==> src/hw/rtl/u8dec_pkg.sv <==
package u8dec_pkg;

  // Field widths
  localparam int unsigned BYTE_W   = 8;
  localparam int unsigned UNIT_W   = 16;
  localparam int unsigned POS_W    = 8;
  localparam int unsigned STATUS_W = 2;
  localparam int unsigned PEND_W   = 2;

  // Stream widths, padded to whole bytes
  localparam int unsigned IN_DATA_W  = 8;
  localparam int unsigned OUT_DATA_W = 32;

  // Default unit limit per name
  localparam int unsigned MAX_UNITS_DEF = 255;

  // End-of-name status codes
  typedef enum logic [STATUS_W-1:0] {
    ST_OK           = 2'd0,
    ST_BAD_ENCODING = 2'd1,
    ST_ILLEGAL_NAME = 2'd2,
    ST_TOO_LONG     = 2'd3
  } status_t;

  // Lead and continuation byte classes
  localparam logic [BYTE_W-1:0] MASK_4BYTE = 8'hf0;
  localparam logic [BYTE_W-1:0] MASK_3BYTE = 8'he0;
  localparam logic [BYTE_W-1:0] MASK_2BYTE = 8'hc0;
  localparam logic [BYTE_W-1:0] MASK_HIGH  = 8'h80;
  localparam logic [BYTE_W-1:0] CONT_TAG   = 8'h80;

endpackage

==> src/hw/rtl/utf8_to_ucs2_decoder.sv <==
// Channel  Direction  tdata fields (low bit up)                        tuser
// -------  ---------  -----------------------------------------------  ------
// in_      slave      text_byte[7:0]                                   -
// out_     master     code_unit[15:0] position[23:16] status[25:24]    is_end
//
// One byte is taken per cycle while in_tready is high; decode of a byte
// against the running state (pending count, partial value, unit count,
// discard flag) settles in the same cycle and lands in the output register,
// so a result appears in the cycle after its byte. A stalled result stalls
// the input only while the output register is full and not being drained.
// Synchronous active-low reset clears decode state, empties output register.
module utf8_to_ucs2_decoder #(
  parameter int unsigned MAX_UNITS = u8dec_pkg::MAX_UNITS_DEF
) (
  input  logic                               clk,
  input  logic                               rst_n,
  input  logic                               in_tvalid,
  output logic                               in_tready,
  input  logic [u8dec_pkg::IN_DATA_W-1:0]    in_tdata,   // text_byte[7:0]
  output logic                               out_tvalid,
  input  logic                               out_tready,
  // code_unit[15:0], position[23:16], status[25:24], zero pad above
  output logic [u8dec_pkg::OUT_DATA_W-1:0]   out_tdata,
  output logic                               out_tuser   // is_end
);
  import u8dec_pkg::*;

  localparam logic [POS_W-1:0] UNIT_LIMIT = POS_W'(MAX_UNITS);

  // Decode state
  logic [PEND_W-1:0] pend_r, pend_nxt;
  logic [UNIT_W-1:0] part_r, part_nxt;
  logic [POS_W-1:0]  count_r, count_nxt;
  logic              discard_r, discard_nxt;

  // Output register
  logic              ovalid_r, ovalid_nxt;
  logic              oend_r, oend_nxt;
  logic [UNIT_W-1:0] ounit_r, ounit_nxt;
  logic [POS_W-1:0]  opos_r, opos_nxt;
  status_t           ostat_r, ostat_nxt;

  logic              accept;
  logic [BYTE_W-1:0] c;
  logic [UNIT_W-1:0] part_sh;
  logic [PEND_W-1:0] pend_dec;

  assign in_tready = !ovalid_r || out_tready;
  assign accept    = in_tvalid && in_tready;
  assign c         = in_tdata[BYTE_W-1:0];
  assign part_sh   = {part_r[UNIT_W-7:0], c[5:0]};
  assign pend_dec  = pend_r - PEND_W'(1);

  // Decode one byte
  always_comb begin
    pend_nxt    = pend_r;
    part_nxt    = part_r;
    count_nxt   = count_r;
    discard_nxt = discard_r;
    ovalid_nxt  = ovalid_r && !out_tready;
    oend_nxt    = oend_r;
    ounit_nxt   = ounit_r;
    opos_nxt    = opos_r;
    ostat_nxt   = ostat_r;
    if (accept) begin
      // defaults for a new result; ovalid decides whether it is shown
      oend_nxt  = 1'b1;
      ounit_nxt = '0;
      opos_nxt  = count_r;
      ostat_nxt = ST_OK;
      if (discard_r) begin
        if (c == '0) begin
          discard_nxt = 1'b0;
          pend_nxt    = '0;
          part_nxt    = '0;
          count_nxt   = '0;
        end
      end else if (pend_r != '0) begin
        if (c == '0) begin
          ovalid_nxt = 1'b1;
          ostat_nxt  = ST_BAD_ENCODING;
          pend_nxt   = '0;
          part_nxt   = '0;
          count_nxt  = '0;
        end else if ((c & MASK_2BYTE) != CONT_TAG) begin
          ovalid_nxt  = 1'b1;
          ostat_nxt   = ST_BAD_ENCODING;
          discard_nxt = 1'b1;
          pend_nxt    = '0;
          part_nxt    = '0;
          count_nxt   = '0;
        end else if (pend_dec == '0) begin
          // last continuation: unit complete
          ovalid_nxt = 1'b1;
          oend_nxt   = 1'b0;
          ounit_nxt  = part_sh;
          pend_nxt   = '0;
          part_nxt   = '0;
          count_nxt  = count_r + POS_W'(1);
        end else begin
          pend_nxt = pend_dec;
          part_nxt = part_sh;
        end
      end else if (c == '0) begin
        ovalid_nxt = 1'b1;
        count_nxt  = '0;
        part_nxt   = '0;
      end else if (count_r >= UNIT_LIMIT) begin
        ovalid_nxt  = 1'b1;
        ostat_nxt   = ST_TOO_LONG;
        discard_nxt = 1'b1;
        count_nxt   = '0;
        part_nxt    = '0;
      end else if ((c & MASK_4BYTE) == MASK_4BYTE) begin
        ovalid_nxt  = 1'b1;
        ostat_nxt   = ST_ILLEGAL_NAME;
        discard_nxt = 1'b1;
        count_nxt   = '0;
        part_nxt    = '0;
      end else if ((c & MASK_3BYTE) == MASK_3BYTE) begin
        part_nxt = UNIT_W'(c[3:0]);
        pend_nxt = PEND_W'(2);
      end else if ((c & MASK_2BYTE) == MASK_2BYTE) begin
        part_nxt = UNIT_W'(c[4:0]);
        pend_nxt = PEND_W'(1);
      end else if ((c & MASK_HIGH) != '0) begin
        // stray continuation as lead
        ovalid_nxt  = 1'b1;
        ostat_nxt   = ST_BAD_ENCODING;
        discard_nxt = 1'b1;
        count_nxt   = '0;
        part_nxt    = '0;
      end else begin
        // plain ASCII unit
        ovalid_nxt = 1'b1;
        oend_nxt   = 1'b0;
        ounit_nxt  = UNIT_W'(c);
        count_nxt  = count_r + POS_W'(1);
      end
    end
  end

  // Control state
  always_ff @(posedge clk) begin
    if (!rst_n) begin
      pend_r    <= '0;
      part_r    <= '0;
      count_r   <= '0;
      discard_r <= 1'b0;
      ovalid_r  <= 1'b0;
    end else begin
      pend_r    <= pend_nxt;
      part_r    <= part_nxt;
      count_r   <= count_nxt;
      discard_r <= discard_nxt;
      ovalid_r  <= ovalid_nxt;
    end
  end

  // Result payload
  always_ff @(posedge clk) begin
    oend_r  <= oend_nxt;
    ounit_r <= ounit_nxt;
    opos_r  <= opos_nxt;
    ostat_r <= ostat_nxt;
  end

  assign out_tvalid = ovalid_r;
  assign out_tuser  = oend_r;
  assign out_tdata  = {{(OUT_DATA_W-UNIT_W-POS_W-STATUS_W){1'b0}},
                       ostat_r, opos_r, ounit_r};

endmodule

==> config.mk <==
export PLATFORM = sky130hd
export DESIGN_NAME = utf8_to_ucs2_decoder
export DESIGN_NICKNAME = d
export VERILOG_FILES = /design/src/hw/rtl/u8dec_pkg.sv /design/src/hw/rtl/utf8_to_ucs2_decoder.sv
export SDC_FILE = /design/constraint.sdc
export NUM_CORES = 1
export LEC_CHECK = 0
export ABC_AREA = 1
export BUFFER_PORTS_ARGS = -buffer_cell sky130_fd_sc_hd__buf_2
export CORE_MARGIN = 4
export CORE_UTILIZATION = 30
export CTS_CLUSTER_SIZE = 20
export DETAILED_ROUTE_END_ITERATION = 10
export PLACE_DENSITY = 0.5
export RECOVER_POWER = 50
export REMOVE_ABC_BUFFERS = 1
export SYNTH_ARGS = -nofsm -noshare
export SYNTH_HDL_FRONTEND = slang
export SYNTH_SLANG_ARGS = --single-unit
==> constraint.sdc <==
create_clock -name clk -period 2.2 [get_ports clk]
set_input_delay 0.22 -clock clk [delete_from_list [all_inputs] [get_ports clk]]
set_output_delay 0.22 -clock clk [all_outputs]
set_load 0.01 [all_outputs]
==> impl_results.md, run 1 <==
* CTS buffer count at 5
* Yosys Warn Count at 0
* TNS Setup at 0 ps
* LEAKAGE at 1.01 nW
* Die Width at 96.3 um
* First-pass GRT wire length at 7970 um
* PD cells at 758 mW/mm^2
* IO Pins at 47
* Kind of critical path: flop to flop
* Top delay family on crit path: simple AND/OR/NAND/NOR gates
* Yosys reg bits at 49
* DRT Wirelength at 5060 um
* CP peak stage delay at 390 ps
* H-tree levels at 2
* Clock Skew at 3.30 ps
* Hold Path Depth at 3
* Core outline area at 0.00741 mm^2
* Tmin final at 1970 ps
* Layout cells sized above 1 at 11.9%
* Initial antenna violation count at 0
* Worst path required time at 2390 ps
* Clock Pin Slew Worst Setup and Hold Paths at 90 ps
* Crit-path most repeated cell: nand2_1
* Met3 WL at 256 um
* Final Total Pwr at 2.02 mW
* ANT nets after route at 0
* Final slew viol count at 0
* Layout area overhead at 14.0%
* Sequential share of the synthesized area at 53.5%
* Setup Viol. Count Final at 0
* Crit path max fanout at 13
* Crit path DAT at 2160 ps
* Library cells used by synthesis at 29
* Worst slew pin tran at 624 ps
* Worst Reg-to-Reg Cells at 10
* CTS tree: yes
* DR WL met2 at 2400 um
* Outcome: completed
* Mean Syn Cell Area at 8.83 um^2
* Final hold violation count at 0
* DR DRC count at 0
* Routed len/inst at 12.3 um
* HP Class: input port to flop
* Hold Path End: part_r[2]
* Top sig layer: met4
* Post-Syn Area at 0.00234 mm^2
* Critical R2R Launch: count_r[0]
* Root Buffer: clkbuf_8
* Tcrit/Tclk final at 89.5%
* DR pass1 iterations at 4
* Final Wtd Congestion at 0.882
* Mapped Cells at 265
* Slew headroom at 58.4%
* Die ar. at 0.00928 mm^2
* Gr ovfl total at 0
* Hold-fix buffers, CTS at 0
* Largest net degree at the start of global routing at 15
* RSZ-0062 raised after global routing: no
* Die Ht at 96.3 um
* Vias in the first global route at 1687
* Sequential share of power at 54.1%
* Via total after detailed routing at 1780
* CTS sink cnt at 49
* Worst path bufs/invs at 0
* DR vias/cell at 4.34
* Final net count at 326
* Worst skew pair latency at 290 ps
* Post_cts resized at 0
* Maximum clock insertion buffer count at 2
* Slowest-stage cell, CP: dfxtp_1
* Post-CTS Repair Setup Buffers at 0
* Initial cell density of the core at 31.6%
* Maximum VDD drop at 353 uV
* Hold Startpoint: in_tdata[2]
* Fmax at 508 MHz
* DRT iter0 DRCs at 85
* Hpwl dp at 3840 um
* Fillers at 813
* M1 wire length at 2390 um
* Row count at 31
* CP Cell Sequence: ha_1, nand2_1, nor2_2, nand2_1, nand3b_4, nand2_4, nor2_4, nand2_1, nand2_1, nor2_1
* Ant diodes at 0
* # port buffers at 40
* R2r setup slk at 230 ps
* Clock share of power at 25.3%
* Worst setup SP type: flop
* Gate power share at 20.6%
* Worst Setup End Kind: flop
* P_sw at 0.619 mW
* Switching part of the total at 30.6%
* Overall Global Routing Usage at 11.1%
* Power Internal at 1.40 mW
* Max-Cap Viols at 0
* Worst r2r dst: count_r[6]
[worst max path at each step]
stage               cells past startpoint    endpoint       start
floorplan                              10  count_r[6]  out_tvalid
global placement                       10  count_r[6]  count_r[0]
detailed placement                     10  count_r[6]  count_r[0]
CTS                                    10  count_r[6]  count_r[0]
global route                           10  count_r[6]  count_r[0]
finish                                 10  count_r[6]  count_r[0]
[through the flow]
step / setup slack (ps) / util, % / hold WS [ps] / instances / instance area [um^2]
after floorplan: 109 / - / 356 / 261 / 2290
after global placement: 385 / 35.5 / 447 / 402 / 2630
after detailed placement: 335 / 35.5 / 455 / 402 / 2630
after CTS: 312 / 36.7 / 209 / 410 / 2720
after global routing: 70.5 / 36.0 / 230 / 410 / 2670
final: 231 / 36.0 / 217 / 410 / 2670
[synthesized netlist by cell type]
master    number  area (um^2)
nor3_1         5         25.0
buf_6          1         11.3
conb_1         1         3.75
a21boi_0       1         7.51
buf_2          1         5.00
buf_4          6         45.0
nand2_2        5         31.3
a21oi_1       21          105
a21oi_2        1         8.76
nor2_4         3         33.8
a31oi_1        1         6.26
nand4_1        3         18.8
o21ai_0        9         45.0
nand3_2        3         30.0
clkbuf_1       1         3.75
nand3_1       18         90.1
nand2_1       45          169
o21ai_1        3         15.0
nand2_4        2         22.5
nor2_2         2         12.5
nor2_1        39          146
nand3b_4       1         20.0
inv_2          3         11.3
nand3_4        2         35.0
dfxtp_1       22          440
edfxtp_1      27          811
ha_1           4         50.1
inv_1         34          128
xor2_1         1         8.76
[worst min-delay path, delay by kind of cell]
family | cells | cell delay [ps]
compound gates | 1 | 60
simple gates | 1 | 70
buf+inv | 1 | 110
[cells in the final DEF (no fill, tap or decap), drive strengths merged]
master    Yosys  layout
clkbuf        1      38
clkinvlp      0       1
xor2          1       1
nor3          5       5
nand2        52      52
a21boi        1       1
nand3        23      23
o21ai        12      12
ha            4       4
edfxtp       27      27
buf           8      11
nand3b        1       1
a31oi         1       1
nor2         44      44
nand4         3       3
conb          1       6
dfxtp        22      22
a21oi        22      22
inv          37      37
[kinds of logic after synthesis]
group / Yosys count / synth area share (%)
simple gates: 128 / 27.1
xor+xnor: 1 / 0.374
fa+ha+maj: 4 / 2.14
flops: 49 / 53.5
buf+inv: 46 / 8.72
other cells: 1 / 0.160
compound gates: 36 / 8.02
[state kept, by name (all words and copies together) (netlist names)]
register,count
pend_r,2
out_tuser,1
opos_r,8
out_tvalid,1
ounit_r,16
ostat_r,2
count_r,8
discard_r,1
part_r,10
[per-layer routing]
layer / global-route usage, % / up-vias
li1: - / 938
met1: 14.3 / 802
met2: 19.2 / 38
met3: 2.58 / 2
met4: 1.99 / 0
met5: 0 / -
[area by class of cell]
type | count | area (um^2) | area share [%]
clock buffers | 7 | 76.3 | 2.86
clock inverters | 1 | 7.51 | 0.281
inverters | 37 | 139 | 5.21
multi-input cells | 175 | 898 | 33.7
flip-flops and latches | 49 | 1250 | 46.9
well taps | 99 | 124 | 4.64
repair buffers | 42 | 171 | 6.43
[power groups by stage]
stage	clock, mW	sequential (mW)	combinational, mW
4_1_cts	0.532	1.09	0.439
3_3_place_gp	0	1.11	0.434
2_1_floorplan	0	1.13	0.269
3_5_place_dp	0	1.11	0.437
5_1_grt	0.572	1.10	0.477
6_report	0.512	1.09	0.417
(Power assumes the default switching activity.)
==> run 2, diff against run 1 <==
- CELL_PAD_IN_SITES_DETAIL_PLACEMENT: not set -> 0
- CELL_PAD_IN_SITES_GLOBAL_PLACEMENT: not set -> 1
- CTS_CLUSTER_SIZE: 20 -> 12
- PLACE_DENSITY: 0.5 -> 0.62
==> run 2 against run 1 <==
Non-clock buffer count grew 2. Worst hold slack lost 6.9 ps. Sequential share of layout area shrank 0.33 points. Clock skew grew 3.2 ps. Flip-flop and latch count is the same.
==> impl_results.md, run 2 (same netlist as run 1, synthesis figures left out) <==
* Ant diodes at 0 (unchanged)
* # port buffers at 40 (unchanged)
* Gr ovfl total at 0 (unchanged)
* Final slew viol count at 0 (unchanged)
* Overall Global Routing Usage at 11.8% (+0.65 points)
* Area occupied by multi-input gates at 903 um^2 (+0.56%)
* Hold Path Depth at 3 (unchanged)
* Top delay family on crit path: simple AND/OR/NAND/NOR gates
* Die Ht at 96.3 um (unchanged)
* CP peak stage delay at 410 ps (+20 ps)
* Root Buffer: clkbuf_8
* DR vias/cell at 4.43 (+2.1%)
* First-pass GRT wire length at 8280 um (+3.9%)
* Layout area overhead at 14.8%
* IO Pins at 47 (unchanged)
* Final Wtd Congestion at 0.905 (+2.6%)
* Final net count at 328 (+0.61%)
* Commonest non-fill, non-tap cell in the layout: nand2_1
* Kind of critical path: flop to flop
* Slew headroom at 66.0% (+7.6 points)
* Fmax at 541 MHz (+6.6%)
* Layout cells sized above 1 at 13.4% (+1.5 points)
* Routed len/inst at 12.6 um (+1.8%)
* Setup Viol. Count Final at 0 (unchanged)
* Maximum VDD drop at 273 uV (-23%)
* Maximum clock insertion buffer count at 2 (unchanged)
* Hpwl dp at 3930 um (+2.4%)
* Worst slew pin tran at 510 ps (-114 ps)
* HP Class: input port to flop
* TNS Setup at 0 ps (unchanged)
* Seq. cell area at 0.00125 mm^2 (unchanged)
* Die ar. at 0.00928 mm^2 (unchanged)
* Initial cell density of the core at 31.6% (unchanged)
* Most frequent cells in the layout: nand2_1, nor2_1, inv_1, clkbuf_1, edfxtp_1
* Post-CTS Repair Setup Buffers at 0 (unchanged)
* Worst Setup End Kind: flop
* DR DRC count at 0 (unchanged)
* CP Depth at 11 (+1)
* Max-Cap Viols at 0 (unchanged)
* Clock Pin Slew Worst Setup and Hold Paths at 90 ps (about the same)
* Tmin final at 1850 ps (-122 ps)
* Slowest-stage cell, CP: dfxtp_1
* Row count at 31 (unchanged)
* DR pass1 iterations at 4 (unchanged)
* Via total after detailed routing at 1827 (+2.6%)
* H-tree levels at 2 (unchanged)
* Number of flip-flops in the largest register at 16 (unchanged)
* Vias in the first global route at 1692 (+0.30%)
* Crit path DAT at 2050 ps (-110 ps)
* LEAKAGE at 1.03 nW (+1.9%)
* Core outline area at 0.00741 mm^2 (unchanged)
* DRT Wirelength at 5180 um (+2.3%)
* Fillers at 765 (-5.9%)
* RSZ-0062 raised after global routing: no
* Worst skew pair latency at 300 ps (about the same)
* Regs by FF count: ounit_r (16), part_r (10)
* Tcrit/Tclk final at 84.0% (-5.5 points)
* Final hold violation count at 0 (unchanged)
* Largest net degree at the start of global routing at 20 (+5)
* CP Cell Sequence: ha_1, nand2_2, nor2_2, nand2_2, nand3b_4, nand2_4, nor2_4, buf_4, nand3_1, nand3_1, nor2_1
* Die Width at 96.3 um (unchanged)
* Worst path required time at 2400 ps (about the same)
* CTS buffer count at 5 (unchanged)
* Initial antenna violation count at 0 (unchanged)
* Reg with most FFs: ounit_r
* Hold-fix buffers, CTS at 0 (unchanged)
* CTS tree: yes
* Worst path bufs/invs at 1 (+1)
* Outcome: completed
* Clock Skew at 6.45 ps (+3.15 ps)
* Worst setup SP type: flop
* CTS sink cnt at 49 (unchanged)
* Design area at 0.00269 mm^2 (+0.70%)
* PD cells at 756 mW/mm^2 (-0.29%)
* Crit path max fanout at 8 (-5)
* Layout Cells excl Fill at 412 (+0.49%)
* Final hold slack at 210 ps (-6.87 ps)
* Post_cts resized at 0 (unchanged)
* DRT iter0 DRCs at 76 (-11%)
* ANT nets after route at 0 (unchanged)
* Worst Reg-to-Reg Cells at 11 (+1)
* Post-DP Area at 0.00265 mm^2 (+0.57%)
* Placed cells at 404 (+0.50%)
run 2: cell types whose count changed in the layout (fill, tap and decap cells not counted):
| cell | before | now |
|---|---|---|
| buf_4 | 0 | 2 |
| nand2_1 | 47 | 45 |
| nand2_2 | 3 | 5 |
| clkbuf_1 | 33 | 32 |
| clkbuf_2 | 0 | 1 |
| clkinv_2 | 0 | 1 |
| clkinvlp_4 | 1 | 0 |
run 2: worst register-to-register path, cell delays in order (launching register included):
cell and delay (ps):
dfxtp_1 410, ha_1 220, nand2_2 90, nor2_2 100, nand2_2 130, nand3b_4 140
nand2_4 80, nor2_4 170, buf_4 200, nand3_1 80, nand3_1 90, nor2_1 40
run 2: routing by layer:
| layer | global-route usage, % | vias to the layer above | routed length (um) |
|---|---|---|---|
| met2 | 18.7 | 42 | 2410 |
| met4 | 4.32 | 0 | 85 |
| li1 | - | 944 | - |
| met5 | 0 | - | 0 |
| met3 | 2.81 | 8 | 262 |
| met1 | 15.5 | 833 | 2420 |
run 2: cell type report:
cell class              count  share of cell area (%)
repair buffers             44                    6.99
multi-input cells         175                    33.6
clock inverters             1                   0.186
inverters                  37                    5.17
flip-flops and latches     49                    46.6
well taps                  99                    4.61
clock buffers               7                    2.84
run 2: path summary, 6_finish.rpt:
| check | slack [ps] | startpoint | end |
|---|---|---|---|
| worst min register to register | 460 | part_r[5] | part_r[5] |
| worst max-delay path | 350 | count_r[0] | count_r[7] |
| worst max register to register | 350 | count_r[0] | count_r[7] |
| worst min-delay path | 210 | in_tdata[3] | part_r[3] |
run 2: power by group:
| group | switching, mW | internal [mW] |
|---|---|---|
| Clock | 0.287 | 0.224 |
| Sequential | 0.0340 | 1.05 |
| Combinational | 0.300 | 0.133 |
| Total | 0.621 | 1.41 |
run 2: per-stage QoR:
stage          utilization (%)  power, mW  setup WS, ps
6_report                  36.3       2.03           353
5_1_grt                   36.3       2.16           142
4_1_cts                   36.8       2.08           335
3_5_place_dp              35.7       1.56           357
3_3_place_gp              35.7       1.56           332
2_1_floorplan                -       1.40           109
